**config.mk**
```make
export PLATFORM = sky130hd
export DESIGN_NAME = sync_framed_message_classifier
export DESIGN_NICKNAME = d
export VERILOG_FILES = /design/src/sv/sfmc_pkg.sv /design/src/sv/sync_framed_message_classifier.sv /design/src/sv/sfmc_tracker.sv /design/src/sv/sfmc_classify.sv
export VERILOG_INCLUDE_DIRS = /design/src /design/src/sv
export SDC_FILE = /design/constraint.sdc
export NUM_CORES = 1
export LEC_CHECK = 0
export BUFFER_PORTS_ARGS = -buffer_cell sky130_fd_sc_hd__buf_2
export CELL_PAD_IN_SITES_DETAIL_PLACEMENT = 0
export CELL_PAD_IN_SITES_GLOBAL_PLACEMENT = 2
export CORE_ASPECT_RATIO = 0.9
export CORE_MARGIN = 2
export CORE_UTILIZATION = 40
export DETAILED_ROUTE_END_ITERATION = 12
export GPL_TIMING_DRIVEN = 0
export PLACE_DENSITY = 0.84
export SYNTH_ARGS = -nofsm -noshare
export SYNTH_HDL_FRONTEND = slang
export SYNTH_SLANG_ARGS = --single-unit
```
**constraint.sdc**
```tcl
create_clock -name clk -period 5.82 [get_ports clk]
set_input_delay 0.582 -clock clk [delete_from_list [all_inputs] [get_ports clk]]
set_output_delay 0.582 -clock clk [all_outputs]
set_load 0.02 [all_outputs]
```
**src/sv/sync_framed_message_classifier_macros.svh**
```systemverilog
// ----------------------------------------------------------------------------
// Sync-framed message classifier: assertion macros
// Concurrent assertion helpers. Defining NO_ASSERTIONS leaves them empty.
// ----------------------------------------------------------------------------
`ifndef SYNC_FRAMED_MESSAGE_CLASSIFIER_MACROS_SVH
`define SYNC_FRAMED_MESSAGE_CLASSIFIER_MACROS_SVH

`ifndef NO_ASSERTIONS

// The consequent must hold in the same cycle as the antecedent.
`define SFMC_ASSERT_SAME(name, clk, rst_n, ante, cons) \
	name: assert property (@(posedge clk) disable iff (!rst_n) (ante) |-> (cons)) \
		else $error("sfmc: same-cycle check failed");

// The consequent must hold in the cycle after the antecedent.
`define SFMC_ASSERT_NEXT(name, clk, rst_n, ante, cons) \
	name: assert property (@(posedge clk) disable iff (!rst_n) (ante) |=> (cons)) \
		else $error("sfmc: next-cycle check failed");

`else

`define SFMC_ASSERT_SAME(name, clk, rst_n, ante, cons)
`define SFMC_ASSERT_NEXT(name, clk, rst_n, ante, cons)

`endif

`endif

```
**src/sv/sfmc_pkg.sv**
```systemverilog
// ----------------------------------------------------------------------------
// Sync-framed message classifier package
// Constants, codes and the structures passed between the tracker and the
// classifier.
// ----------------------------------------------------------------------------
package sfmc_pkg;

	localparam int unsigned LEN_W = 17;

	// Framing and field constants.
	localparam logic [31:0] SYNC_WORD = 32'hFF00FF00;
	localparam logic [31:0] STAT_REDY = 32'h52454459;
	localparam logic [31:0] STAT_BUSY = 32'h42555359;
	localparam logic [LEN_W-1:0] COUNT_SAT = 17'd65540;
	localparam logic [LEN_W-1:0] LEN_SAT = 17'd65536;
	localparam logic [LEN_W-1:0] SYNC_LEN = 17'd4;
	localparam logic [LEN_W-1:0] MIN_CLOSE = 17'd8;
	localparam logic [LEN_W-1:0] OFF_SIZE_LO = 17'd4;
	localparam logic [LEN_W-1:0] OFF_SIZE_HI = 17'd5;
	localparam logic [LEN_W-1:0] OFF_STAT_FIRST = 17'd6;
	localparam logic [LEN_W-1:0] OFF_STAT_LAST = 17'd9;
	localparam logic [LEN_W-1:0] OFF_FUNC = 17'd11;
	localparam logic [LEN_W-1:0] MIN_LEN_STATUS = 17'd10;
	localparam logic [LEN_W-1:0] MIN_LEN_FUNC = 17'd12;
	localparam logic [7:0] FUNC_X = 8'h58;
	localparam logic [7:0] FUNC_V = 8'h56;
	localparam logic [7:0] FUNC_C = 8'h43;

	typedef enum logic [2:0] {
		KIND_INVALID   = 3'd0,
		KIND_BUSY      = 3'd1,
		KIND_UNKNOWN   = 3'd2,
		KIND_HANDSHAKE = 3'd3,
		KIND_V         = 3'd4,
		KIND_PING      = 3'd5
	} kind_t;

	typedef enum logic [1:0] {
		STATUS_REDY  = 2'd0,
		STATUS_BUSY  = 2'd1,
		STATUS_OTHER = 2'd2
	} status_code_t;

	// Raw fields of a closed message, as captured by the tracker.
	typedef struct packed {
		logic [LEN_W-1:0] len;
		logic [15:0]      size;
		logic [31:0]      status;
		logic [7:0]       func;
	} msg_fields_t;

	// Classified result of one message.
	typedef struct packed {
		kind_t            kind;
		logic [LEN_W-1:0] length;
		logic [15:0]      size;
		status_code_t     status;
		logic [7:0]       func;
	} msg_result_t;

	// Framing state seen from outside the tracker.
	typedef struct packed {
		logic             in_message;
		logic [LEN_W-1:0] byte_count;
	} trk_state_t;

endpackage

```
**src/sv/sync_framed_message_classifier.sv**
```systemverilog
// ----------------------------------------------------------------------------
// Sync-framed message classifier
// Usage:
//   Bytes of a received buffer enter on the byte channel (byte_valid,
//   byte_stall, data_byte, end_of_buffer), one beat per byte, with
//   end_of_buffer set on the buffer's last byte. Each message starts at a
//   sync word FF 00 FF 00 and closes at the next sync or at buffer end.
//   One result beat per closed message leaves on the msg channel
//   (msg_valid, msg_stall and the msg_* fields); many bytes give no result.
//   msg_valid rises once the byte that closes its message has passed the
//   input register and then the result register; a stall on the msg
//   channel can hold that byte in the input register between the two.
//   Throughput: one byte per cycle while byte_stall is low. Reset clears
//   the framing state and the valid bits of both registers; hunting starts
//   afresh. While msg_stall holds a waiting result, byte_stall rises only
//   once a byte is also waiting in the input register.
//   Nothing spans two buffers: all framing state clears after each last byte.
// ----------------------------------------------------------------------------
`include "sync_framed_message_classifier_macros.svh"

module sync_framed_message_classifier
	import sfmc_pkg::*;
(
	input  logic        clk,
	input  logic        arst_n,
	input  logic        byte_valid,
	output logic        byte_stall,
	input  logic [7:0]  data_byte,
	input  logic        end_of_buffer,
	output logic        msg_valid,
	input  logic        msg_stall,
	output logic [2:0]  msg_kind,
	output logic [16:0] msg_length,
	output logic [15:0] reported_size,
	output logic [1:0]  status_code,
	output logic [7:0]  function_code
);

	logic        valid_s1;
	logic [7:0]  data_s1;
	logic        eob_s1;
	logic        out_free;
	logic        step;
	logic        emit;
	msg_fields_t fields;
	msg_result_t result;
	msg_result_t result_q;
	logic        result_valid_q;
	trk_state_t  trk_state;
	logic        len_matches;

	// The input register moves on whenever the result register can take.
	assign out_free = !result_valid_q || !msg_stall;
	assign step = valid_s1 && out_free;
	assign byte_stall = valid_s1 && !out_free;

	// Input register stage.
	always_ff @(posedge clk or negedge arst_n) begin
		if (!arst_n) begin
			valid_s1 <= 1'b0;
		end else if (!byte_stall) begin
			valid_s1 <= byte_valid;
		end
	end

	always_ff @(posedge clk) begin
		if (byte_valid && !byte_stall) begin
			data_s1 <= data_byte;
			eob_s1 <= end_of_buffer;
		end
	end

	sfmc_tracker u_tracker (
		.clk           (clk),
		.arst_n        (arst_n),
		.step          (step),
		.data_byte     (data_s1),
		.end_of_buffer (eob_s1),
		.emit          (emit),
		.fields        (fields),
		.state         (trk_state)
	);

	sfmc_classify u_classify (
		.fields (fields),
		.result (result)
	);

	// Result register: loaded with a closed message, held while stalled.
	always_ff @(posedge clk or negedge arst_n) begin
		if (!arst_n) begin
			result_valid_q <= 1'b0;
		end else if (out_free) begin
			result_valid_q <= step && emit;
		end
	end

	always_ff @(posedge clk) begin
		if (step && emit) begin
			result_q <= result;
		end
	end

	assign msg_valid = result_valid_q;
	assign msg_kind = result_q.kind;
	assign msg_length = result_q.length;
	assign reported_size = result_q.size;
	assign status_code = result_q.status;
	assign function_code = result_q.func;

	// The length on the output agrees with the reported size field.
	assign len_matches = (msg_length == {1'b0, reported_size});

	// A classified message always agrees with its size field.
	`SFMC_ASSERT_SAME(a_kind_size, clk, arst_n, msg_valid && (msg_kind != KIND_INVALID), len_matches)
	// Reported lengths never exceed the saturation value.
	`SFMC_ASSERT_SAME(a_len_sat, clk, arst_n, msg_valid, msg_length <= LEN_SAT)
	// While hunting, the byte count stays cleared.
	`SFMC_ASSERT_SAME(a_hunt_count, clk, arst_n, !trk_state.in_message, trk_state.byte_count == '0)
	// A processed last byte leaves the tracker hunting.
	`SFMC_ASSERT_NEXT(a_eob_clear, clk, arst_n, step && eob_s1, !trk_state.in_message)

endmodule

```
**src/sv/sfmc_tracker.sv**
```systemverilog
// ----------------------------------------------------------------------------
// Sync-framed message classifier: framing tracker
// Hunts for the sync word, counts message bytes, captures the fixed-offset
// fields and signals when a message closes.
// ----------------------------------------------------------------------------
module sfmc_tracker
	import sfmc_pkg::*;
(
	input  logic        clk,
	input  logic        arst_n,
	input  logic        step,
	input  logic [7:0]  data_byte,
	input  logic        end_of_buffer,
	output logic        emit,
	output msg_fields_t fields,
	output trk_state_t  state
);

	logic [23:0]      sync_window_q;
	logic             in_message_q;
	logic [LEN_W-1:0] byte_count_q;
	logic [15:0]      size_q;
	logic [31:0]      status_q;
	logic [7:0]       func_q;

	logic [23:0]      sync_window_d;
	logic             in_message_d;
	logic [LEN_W-1:0] byte_count_d;
	logic [15:0]      size_d;
	logic [31:0]      status_d;
	logic [7:0]       func_d;

	logic [31:0]      win4;
	logic             is_sync;
	logic [LEN_W-1:0] cnt;
	logic [LEN_W-1:0] off;
	logic [15:0]      cap_size;
	logic [31:0]      cap_status;
	logic [7:0]       cap_func;
	logic             sync_close;

	// Next framing state, field capture and close detection for one byte.
	always_comb begin
		win4 = {sync_window_q, data_byte};
		is_sync = (win4 == SYNC_WORD);
		cnt = (byte_count_q >= COUNT_SAT) ? COUNT_SAT : byte_count_q + 17'd1;
		off = cnt - 17'd1;

		cap_size = size_q;
		cap_status = status_q;
		cap_func = func_q;
		if (in_message_q) begin
			if (off == OFF_SIZE_LO) begin
				cap_size = {size_q[15:8], data_byte};
			end else if (off == OFF_SIZE_HI) begin
				cap_size = {data_byte, size_q[7:0]};
			end else if (off >= OFF_STAT_FIRST && off <= OFF_STAT_LAST) begin
				cap_status = {status_q[23:0], data_byte};
			end else if (off == OFF_FUNC) begin
				cap_func = data_byte;
			end
		end

		sync_close = in_message_q && is_sync && (cnt >= MIN_CLOSE);

		in_message_d = in_message_q;
		byte_count_d = byte_count_q;
		size_d = cap_size;
		status_d = cap_status;
		func_d = cap_func;
		emit = 1'b0;
		fields.len = cnt - SYNC_LEN;
		fields.size = cap_size;
		fields.status = cap_status;
		fields.func = cap_func;

		if (in_message_q) begin
			if (sync_close) begin
				emit = 1'b1;
				byte_count_d = SYNC_LEN;
				size_d = '0;
				status_d = '0;
				func_d = '0;
			end else begin
				byte_count_d = cnt;
			end
		end else if (is_sync) begin
			in_message_d = 1'b1;
			byte_count_d = SYNC_LEN;
			size_d = '0;
			status_d = '0;
			func_d = '0;
		end

		// The end of the buffer closes a running message and clears everything.
		if (end_of_buffer) begin
			if (in_message_q && !sync_close && cnt > SYNC_LEN) begin
				emit = 1'b1;
				fields.len = (cnt > LEN_SAT) ? LEN_SAT : cnt;
			end
			sync_window_d = '0;
			in_message_d = 1'b0;
			byte_count_d = '0;
			size_d = '0;
			status_d = '0;
			func_d = '0;
		end else begin
			sync_window_d = win4[23:0];
		end
	end

	// State registers advance once per processed byte.
	always_ff @(posedge clk or negedge arst_n) begin
		if (!arst_n) begin
			sync_window_q <= '0;
			in_message_q <= 1'b0;
			byte_count_q <= '0;
			size_q <= '0;
			status_q <= '0;
			func_q <= '0;
		end else if (step) begin
			sync_window_q <= sync_window_d;
			in_message_q <= in_message_d;
			byte_count_q <= byte_count_d;
			size_q <= size_d;
			status_q <= status_d;
			func_q <= func_d;
		end
	end

	assign state.in_message = in_message_q;
	assign state.byte_count = byte_count_q;

endmodule

```
**src/sv/sfmc_classify.sv**
```systemverilog
// ----------------------------------------------------------------------------
// Sync-framed message classifier: classification
// Masks the captured fields by message length and derives the message kind.
// ----------------------------------------------------------------------------
module sfmc_classify
	import sfmc_pkg::*;
(
	input  msg_fields_t fields,
	output msg_result_t result
);

	logic [15:0]  rsize;
	status_code_t stat;
	logic [7:0]   func;
	kind_t        kind;

	// Fields lying past the end of the message read as zero or "other".
	always_comb begin
		rsize[7:0] = (fields.len > OFF_SIZE_LO) ? fields.size[7:0] : 8'h00;
		rsize[15:8] = (fields.len > OFF_SIZE_HI) ? fields.size[15:8] : 8'h00;
		stat = STATUS_OTHER;
		if (fields.len >= MIN_LEN_STATUS) begin
			if (fields.status == STAT_REDY) begin
				stat = STATUS_REDY;
			end else if (fields.status == STAT_BUSY) begin
				stat = STATUS_BUSY;
			end
		end
		func = (fields.len >= MIN_LEN_FUNC) ? fields.func : 8'h00;
	end

	// Kind decision, in order of precedence.
	always_comb begin
		priority if (fields.len < MIN_LEN_STATUS || fields.len != {1'b0, rsize}) begin
			kind = KIND_INVALID;
		end else if (stat == STATUS_BUSY) begin
			kind = KIND_BUSY;
		end else if (stat == STATUS_OTHER) begin
			kind = KIND_UNKNOWN;
		end else if (fields.len < MIN_LEN_FUNC) begin
			kind = KIND_UNKNOWN;
		end else if (func == FUNC_X) begin
			kind = KIND_HANDSHAKE;
		end else if (func == FUNC_V) begin
			kind = KIND_V;
		end else if (func == FUNC_C) begin
			kind = KIND_PING;
		end else begin
			kind = KIND_UNKNOWN;
		end
	end

	assign result.kind = kind;
	assign result.length = fields.len;
	assign result.size = rsize;
	assign result.status = stat;
	assign result.func = func;

endmodule
```
* Word level (Yosys, flattened, before mapping) *
Index checks and enable logic that the tools add are counted.

word-level totals
  output and inout port bits = 48
  word-level logic and storage cells = 116
  flip-flop bits (word level) = 155
  input port bits = 13

cells by class
  multiplexer cells = 52
  eq/ne operators = 12
  magnitude comparators = 12
  reduce and logical (&&, ||, !) cells = 20
  add/sub/neg operators = 3

operators with widths
  kind                                                                                  count
  32-bit 2-to-1 mux                                                                     8
  17-bit 2-to-1 mux                                                                     8
  16-bit 2-to-1 mux                                                                     7
  8-bit 2-to-1 mux                                                                      12
  32-bit by 31-bit == test with 1-bit output, second input constant                     2
  17-bit by 4-bit greater-or-equal comparator with 1-bit output, second input constant  3
  17-bit by 3-bit > comparator with 1-bit output, second input constant                 3
  17-bit by 3-bit == test with 1-bit output, second input constant                      2
  17-bit by 4-bit < comparator with 1-bit output, second input constant                 2
  32-bit == test, second input constant                                                 1
  8-bit by 7-bit == test with 1-bit output, second input constant                       3
  24-bit 2-to-1 mux                                                                     1
  17-bit by 1-bit adder with 17-bit output, second input constant                       1
  17-bit by 4-bit == test with 1-bit output, second input constant                      1
  17-bit greater-or-equal comparator, second input constant                             1
  17-bit by 3-bit greater-or-equal comparator with 1-bit output, second input constant  1
  17-bit > comparator, second input constant                                            1
  17-bit by 4-bit <= comparator with 1-bit output, second input constant                1
  17-bit by 16-bit inequality test with 1-bit output                                    1
  17-bit by 1-bit subtractor with 17-bit output, second input constant                  1
  17-bit by 3-bit subtractor with 17-bit output, second input constant                  1
  2-bit 2-to-1 mux                                                                      6
  1-bit logical AND                                                                     9
  1-bit 2-to-1 mux                                                                      8
  9 further kinds                                                                       15

* Logic depth before layout (Yosys ltp) *
Gate-level depths: netlist of run 1.

  depth in word-level cells = 18
  depth in mapped cells = 25
  gate-level depth less buffers = 21

* Hierarchy *
A second synthesis of run 1 with hierarchy kept.

second synthesis, totals
  cell total of the unflattened synthesis = 908
  area total of the unflattened synthesis = 9271.4 µm²

by module, submodules not included
  module                          cells each  instances  seq. area each (µm²)  area each (µm²)
  sfmc_tracker                    709         1          2452.4                6605.1
  sync_framed_message_classifier  66          1          1701.6                1750.4
  sfmc_classify                   133         1          0.0                   915.9

* Worst setup path after synthesis of run 1 *
No wires, ideal clock.

  kind = reg-to-reg
  start point = reg u_tracker.byte_count_q[14]
  end point = reg result_q (netlist bit msg_kind[1]), data pin
  data arrival time = 4.879 ns
  path slack = 0.684 ns
  stages on the path, launching flop included = 25
  path buffers = 4
  period minus slack after synthesis = 5.136 ns
  data required time = 5.563 ns
  setup time = 0.257 ns
  cells stage by stage = dfrtp_1 -> clkbuf_1 -> nor4_1 -> a41oi_2 -> clkbuf_1 -> nor2_1 -> inv_1 -> ha_1 -> clkbuf_1 -> inv_1 -> nand2_1 -> nand2_1 -> or3_1 -> a221oi_1 -> and4bb_2 -> and3_1 -> buf_2 -> o2111ai_1 -> mux2_2 -> o21ai_0 -> nor2b_1 -> inv_1 -> ha_1 -> nor3_1 -> and4bb_1

RTL lines
  element                   line                                   source
  start: declaration        sfmc_tracker.sv:21                     logic [LEN_W-1:0] byte_count_q;
  start signal: assignment  sfmc_tracker.sv:124                    byte_count_q <= byte_count_d;
  end signal: assignment    sync_framed_message_classifier.sv:100  result_q <= result;
  end: declaration          sync_framed_message_classifier.sv:47   msg_result_t result_q;

==> metrics, run 1 <==
slowest CP cell dfrtp_1; critical path type reg -> reg; Die ar. 24200 sq um; total CTS buffers 17; CP Data Arrival Time 5.69 ns; area of the multi-input gates 4730 sq um; Final Hold Vio Count 0; delay-heaviest family, CP simple AND/OR/NAND/NOR gates; top-area cell type share of the netlist area 27.2%; Sink Count 155; Slew Limit Fails 0; P per Cell Area 223 nW/um^2; Initial Utilization 40.9%; fin crit share 94.4%; DR WL/cell 21.0 um; final setup skew between 0.01 and 0.015 ns; Iteration-0 DRC Markers about 640; ant diodes 0; Seq cells post-synth 155; post-detail-place hpwl 20700 um; Synth area leader dfrtp_1; number of flops mapped to enable cells by yosys 55; Mapped Nets a little under 1000; Die Ht 148 um; post-synthesis cell type count 95; Core Area 22500 sq um; final RePlAce weighted congestion slightly below 0.9; # DRC 0; layout cells sized above 1 a little under a fifth; I/O pin total 61; routed vias/inst 5.95; Area Overhead vs Synth 15.7%; Layout fillers between 2000 and 2500; grt ovf 0; antenna-violating nets left 0; YS warnings 0; Final Non-Filler Cells approximately 1300; Cells after Synth 947; unrepaired setup endpoints after global routing false; Port-buffer cells 60; clk buf depth 2; Max-cap violations 0; DR pass1 iterations 4; die width about 160 um; largest net degree at the start of global routing 65; Seq/Total Area, Yosys 45.2%; Synth top cells by count nand2_1, dfrtp_1, nor2_1; clk_lat worst skew 0.44 ns; Startpoint Class flip-flop; Synth async-reset ratio 64.5%; first-pass GRT wire length between 40000 and 50000 um; top post-synthesis cells by area dfrtp_1, edfxtp_1, a22o_1; Hold Path Class in -> async; Least-Margin Pin Slew 1.12 ns; Synth Cell Area roughly 9200 sq um; register area about 4200 sq um; peak supply drop between 0.1 and 0.15 mV; Root Driver clkbuf_16; Fin Hold WS 0.136 ns; status finished clean; crit path cell chain buf_4, nor4_4, a41oi_2, buf_4, nor2_2, inv_2, ha_2, nand2_1, nand2_1, or3_1, a221oi_2, and4bb_2, and3_1, clkbuf_4, o2111ai_4, mux2_2, o21ai_0, nor2b_4, inv_1, ha_1, nor3_1, and4bb_1; row cnt 52; initial antenna violation count 0; CP Max Fanout 10; most frequently used cell type in the post-synthesis netlist nand2_1; relative slew slack around 25%; CP Data Required Time 6.01 ns; CP Capture Type flip-flop; Nets 1053; dpl cells ~1300; Static Leak 4.55 nW; H-tree levels 4; overall power roughly 2.4 mW; Total GRT Usage approximately a quarter; Crit path largest cell delay 0.44 ns; Primary FF master, synth dfrtp_1; Reg clk slew, reported paths 0.07 ns; crit path time final 5.50 ns; number of global-route vias before repair 7529; CTS tree yes; final WL 28100 um; achievable frequency 182 MHz; Syn Area/Cell between 9 and 10 sq um; Vias approximately 8000; final setup violation count 0; CP bufs+invs 5
cells by family after synthesis:
group	share of synthesized area (%)
flops	45.2
mux	3.32
xor+xnor	2.38
simple gates	21.8
fa+ha+maj	1.63
compound gates	21.1
buf+inv	4.61
layout by cell type, fill, tap and decap left out, drive strengths merged, types with 7 or more instances in the layout:
cell | netlist | routed
nor4 | 18 | 18
and2 | 8 | 8
ha | 12 | 12
buf | 27 | 91
a21oi | 40 | 40
dfrtp | 100 | 100
nand2b | 8 | 8
mux2i | 17 | 17
nor4b | 8 | 8
clkbuf | 36 | 51
a21o | 7 | 7
nand2 | 112 | 112
edfxtp | 55 | 55
nand3 | 26 | 26
and4 | 8 | 8
nand4 | 17 | 17
o21ai | 74 | 74
mux2 | 12 | 12
or3 | 8 | 8
xnor2 | 19 | 19
nor2 | 72 | 72
nor2b | 12 | 12
inv | 30 | 38
a22o | 55 | 55
o22ai | 9 | 9
nor3 | 24 | 24
and3 | 10 | 10
a211oi | 8 | 8
a31oi | 13 | 13
power by group:
part / internal, mW / switching, mW
sequential: 1.14 / 0.0169
combinational: 0.0207 / 0.0709
clock: 0.580 / 0.546
what timing repair did:
item	4_1_cts	5_1_grt
setup buffers	1	1
hold buffers	0	0
hold endpoints to repair	0	0
resized for setup	13	19
setup endpoints to repair	43	3
pin swaps	1	2
final cells by class:
type | instances | area share, %
Timing Repair Buffer | 64 | 3.43
Clock buffer | 17 | 4.00
Inverter | 30 | 1.06
Sequential cell | 155 | 39.0
Tap cell | 297 | 3.49
Clock inverter | 15 | 1.65
Buffer | 61 | 2.98
Multi-Input combinational cell | 699 | 44.4
path summary, 6_finish.rpt:
check / cells after the start / endpoint / startpoint / slack, ns
min in group clk: 1 / data_s1[2] / data_byte[2] / 0.32
max in group asynchronous: 2 / u_tracker.func_q[3] / arst_n / 4.97
min: 1 / u_tracker.sync_window_q[17] / arst_n / 0.14
min reg2reg: 2 / u_tracker.sync_window_q[18] / u_tracker.sync_window_q[18] / 0.48
max: 22 / msg_kind[1] / u_tracker.byte_count_q[4] / 0.32
max reg2reg: 22 / msg_kind[1] / u_tracker.byte_count_q[4] / 0.32
per-layer routing:
layer,share of wire [%],track usage (%),wire (um)
met1,51,37.7,14500
met2,42,33.7,11900
met3,5.3,3.98,1480
met4,1.1,5.79,297
met5,0,0,0
flip-flops by register name, summed over array words and instances (netlist names):
signal and count:
u_tracker.status_q 32, u_tracker.sync_window_q 24, msg_length 17, u_tracker.byte_count_q 17, reported_size 16, u_tracker.size_q 16
data_s1 8, function_code 8, u_tracker.func_q 8, msg_kind 3, status_code 2, eob_s1 1
msg_valid 1, u_tracker.in_message_q 1, valid_s1 1
metrics by stage:
stage                     setup TNS [ns]  util, %  instance area (sq um)  setup WS [ns]
after floorplan                        0        -                   9200          0.684
after global placement            -55.94     43.9                   9870          -1.01
after detailed placement           -8.68     44.1                   9930         -0.913
after CTS                              0     47.1                  10600         0.0189
after global routing                   0     47.3                  10600         0.0293
final                                  0     47.3                  10600          0.325
No activity file was read; power rests on OpenSTA's default activity.
==> inputs of run 2 (changes only) <==
--- a/config.mk
+++ b/config.mk
@@ -6,15 +6,16 @@
 export SDC_FILE = /design/constraint.sdc
 export NUM_CORES = 1
 export LEC_CHECK = 0
+export ABC_AREA = 1
 export BUFFER_PORTS_ARGS = -buffer_cell sky130_fd_sc_hd__buf_2
 export CELL_PAD_IN_SITES_DETAIL_PLACEMENT = 0
 export CELL_PAD_IN_SITES_GLOBAL_PLACEMENT = 2
 export CORE_ASPECT_RATIO = 0.9
 export CORE_MARGIN = 2
-export CORE_UTILIZATION = 40
+export CORE_UTILIZATION = 36
 export DETAILED_ROUTE_END_ITERATION = 12
 export GPL_TIMING_DRIVEN = 0
-export PLACE_DENSITY = 0.84
+export PLACE_DENSITY = 0.83
 export SYNTH_ARGS = -nofsm -noshare
 export SYNTH_HDL_FRONTEND = slang
 export SYNTH_SLANG_ARGS = --single-unit
==> metrics, run 2 <==
Synth area leader dfrtp_1; Fin Hold WS 0.115 ns (-0.0215 ns); Flop pwr share 48.5% (-0.3 points); Die Ht 157 um (+5.9%); Reg clk slew, reported paths 0.08 ns (about the same); YS warnings 0 (unchanged); P per Cell Area 222 nW/um^2 (-0.69%); routed vias/inst 5.00 (-16%); Int Power 1.74 mW (-0.25%); Synth Area in XOR/XNOR 1.97% (-0.41 points); most frequently used cell type in the post-synthesis netlist nand2_1; top post-synthesis cells by area dfrtp_1, edfxtp_1, nand2_1; Core Util, Final 42.4% (-4.9 points); Iteration-0 DRC Markers 623 (-2.8%); unrepaired setup endpoints after global routing false; TNS Setup 0 ns (unchanged); Vias 8213 (+3.2%); final RePlAce weighted congestion 0.874 (+0.29%); CP Data Required Time 6.01 ns (about the same); top-area cell type share of the netlist area 26.9% (-0.33 points); Clock power frac 48.2% (+0.8 points); ant diodes 0 (unchanged); most frequent cells in the layout nand2_1, inv_1, nor2_1; R2R depth 30 (+36%); CP Capture Type flip-flop; Mapped Nets 1229 (+26%); Core Area 25300 sq um (+12%); Synth top cells by count nand2_1, inv_1, nor2_1; number of flops mapped to enable cells by yosys 55 (unchanged); Area Overhead vs Synth 15.0%; Nets 1311 (+25%); Syn Area/Cell 7.74 sq um (-20%); overall power 2.38 mW (about the same); Max-cap violations 0 (unchanged); CP Max Fanout 10 (unchanged); Seq cells post-synth 155 (unchanged); most common cell after layout, fill and taps aside nand2_1; CTS tree yes; Synth Area in Simple Gates 32.0% (+10 points); Die ar. 27200 sq um (+12%); DR pass1 iterations 5 (+1); Synth async-reset ratio 64.5% (unchanged); post-synthesis mux area share 0% (-3.3 points); fin crit share 90.4% (-4.0 points); Cells after Synth 1204 (+27%); largest family of logic cells by synthesized area simple AND/OR/NAND/NOR gates; combinational share of power 3.3% (-0.6 points); Startpoint Class flip-flop; post-synthesis cell type count 44 (-54%); CP Data Arrival Time 5.45 ns (-0.24 ns); slowest CP cell dfrtp_1; clk_lat worst skew 0.44 ns (about the same); Total GRT Usage 21.0% (-2.9 points); row cnt 55 (+5.8%); final setup skew 0.0132 ns (-0.00158 ns); initial antenna violation count 0 (unchanged); final WL 27600 um (-1.9%); crit path time final 5.26 ns (-0.233 ns); placed instance area 10100 sq um (+1.8%); Port-buffer cells 60 (unchanged); biggest regs u_tracker.status_q x32, u_tracker.sync_window_q x24; critical path type reg -> reg; Initial Utilization 36.9% (-4.0 points); peak supply drop 0.182 mV (+36%); Synth Cell Area 9310 sq um (+1.2%); Crit path largest cell delay 0.47 ns (+0.03 ns); Most Frequent Cell on Critical Path nand2_1; Psw 636 uW (+0.39%); Static Leak 5.31 nW (+17%); I/O pin total 61 (unchanged); H-tree levels 4 (unchanged); switching share of power 26.8% (+0.12 points); largest net degree at the start of global routing 65 (unchanged); achievable frequency 190 MHz (+4.4%); die width 174 um (+5.9%); antenna-violating nets left 0 (unchanged); relative slew slack 44.4% (+20 points); post-synthesis adder-cell area fraction 1.61% (-0.020 points); Seq/Total Area, Yosys 44.6% (-0.55 points); post-detail-place hpwl 21100 um (+1.7%); total CTS buffers 17 (unchanged); design area 10700 sq um (+0.61%); final setup violation count 0 (unchanged); Final Hold Vio Count 0 (unchanged); status finished clean; # DRC 0 (unchanged); Slew Limit Fails 0 (unchanged); layout cells sized above 1 14.5% (-3.6 points); Sink Count 155 (unchanged); Hold Path Class in -> async; Synth Area in Compound Gates 10.7% (-10 points); Primary FF master, synth dfrtp_1; Largest register FFs 32 (unchanged); DR WL/cell 16.8 um (-20%); Least-Margin Pin Slew 0.826 ns (-0.297 ns); most flop-heavy register u_tracker.status_q; grt ovf 0 (unchanged); number of global-route vias before repair 7756 (+3.0%); Root Driver clkbuf_16; clk buf depth 2 (unchanged); first-pass GRT wire length 43900 um (-0.38%)
[run 2: worst paths after layout]
kind                                      startpoint                    endpoint  slack (ns)
min                                           arst_n  u_tracker.byte_count_q[16]        0.11
min reg2reg                      u_tracker.func_q[0]         u_tracker.func_q[0]        0.49
max in group asynchronous                     arst_n        u_tracker.size_q[15]        4.95
max reg2reg                u_tracker.byte_count_q[0]                 msg_kind[1]        0.56
max                        u_tracker.byte_count_q[0]                 msg_kind[1]        0.56
min in group clk                        data_byte[0]                  data_s1[0]        0.32
[run 2: power groups by stage]
stage               clock network [mW]  logic [mW]  registers (mW)
floorplan                            0      0.0369            1.17
finish                            1.15      0.0774            1.15
global placement                     0      0.0762            1.17
CTS                               1.17      0.0795            1.15
detailed placement                   0      0.0792            1.17
global route                      1.21      0.0880            1.15
[run 2: metal layers]
layer / vias to the layer above / share of wire [%] / track usage, %
li1: 4107 / - / -
met3: 21 / 3.9 / 3.11
met2: 166 / 45 / 33.4
met4: 0 / 1.1 / 4.96
met1: 3919 / 50 / 30.1
met5: - / 0 / 0
[run 2: timing repair]
| item | 4_1_cts | 5_1_grt |
|---|---|---|
| setup buffers | 0 | 1 |
| hold buffers | 0 | 0 |
| endpoints found under the setup margin | 0 | 3 |
| gates resized for setup | 0 | 7 |
| hold endpoints to repair | 0 | 0 |
[run 2: cell families after synthesis]
group | count (synthesis)
and+or+nand+nor | 648
buffers and inverters | 206
AOI/OAI and AO/OA | 162
DFF | 155
xor gates and xnor gates | 21
adders and majority gates | 12
[run 2: area by class of cell]
class | count | area (sq um)
fillers | 2655 | 14500
clock inverters | 15 | 165
repair buffers | 63 | 358
flip-flops and latches | 155 | 4150
well taps | 342 | 428
plain buffers | 33 | 195
inverters | 173 | 649
multi-input cells | 843 | 4340
clock buffers | 17 | 425
[run 2: critical path: cells and delay by family, from the launching register on]
kind | cells | cell delay, ns
compound gates | 1 | 0.28
xor+xnor | 2 | 0.46
fa+ha+maj | 3 | 0.72
buf+inv | 7 | 0.94
flops | 1 | 0.47
simple gates | 17 | 2.16
[run 2: per-stage QoR]
stage	worst slack, ns	std cells
5_1_grt	0.0300	1641
3_5_place_dp	0.377	1608
3_3_place_gp	-0.503	1606
4_1_cts	0.336	1640
2_1_floorplan	1.02	1204
6_report	0.557	1641
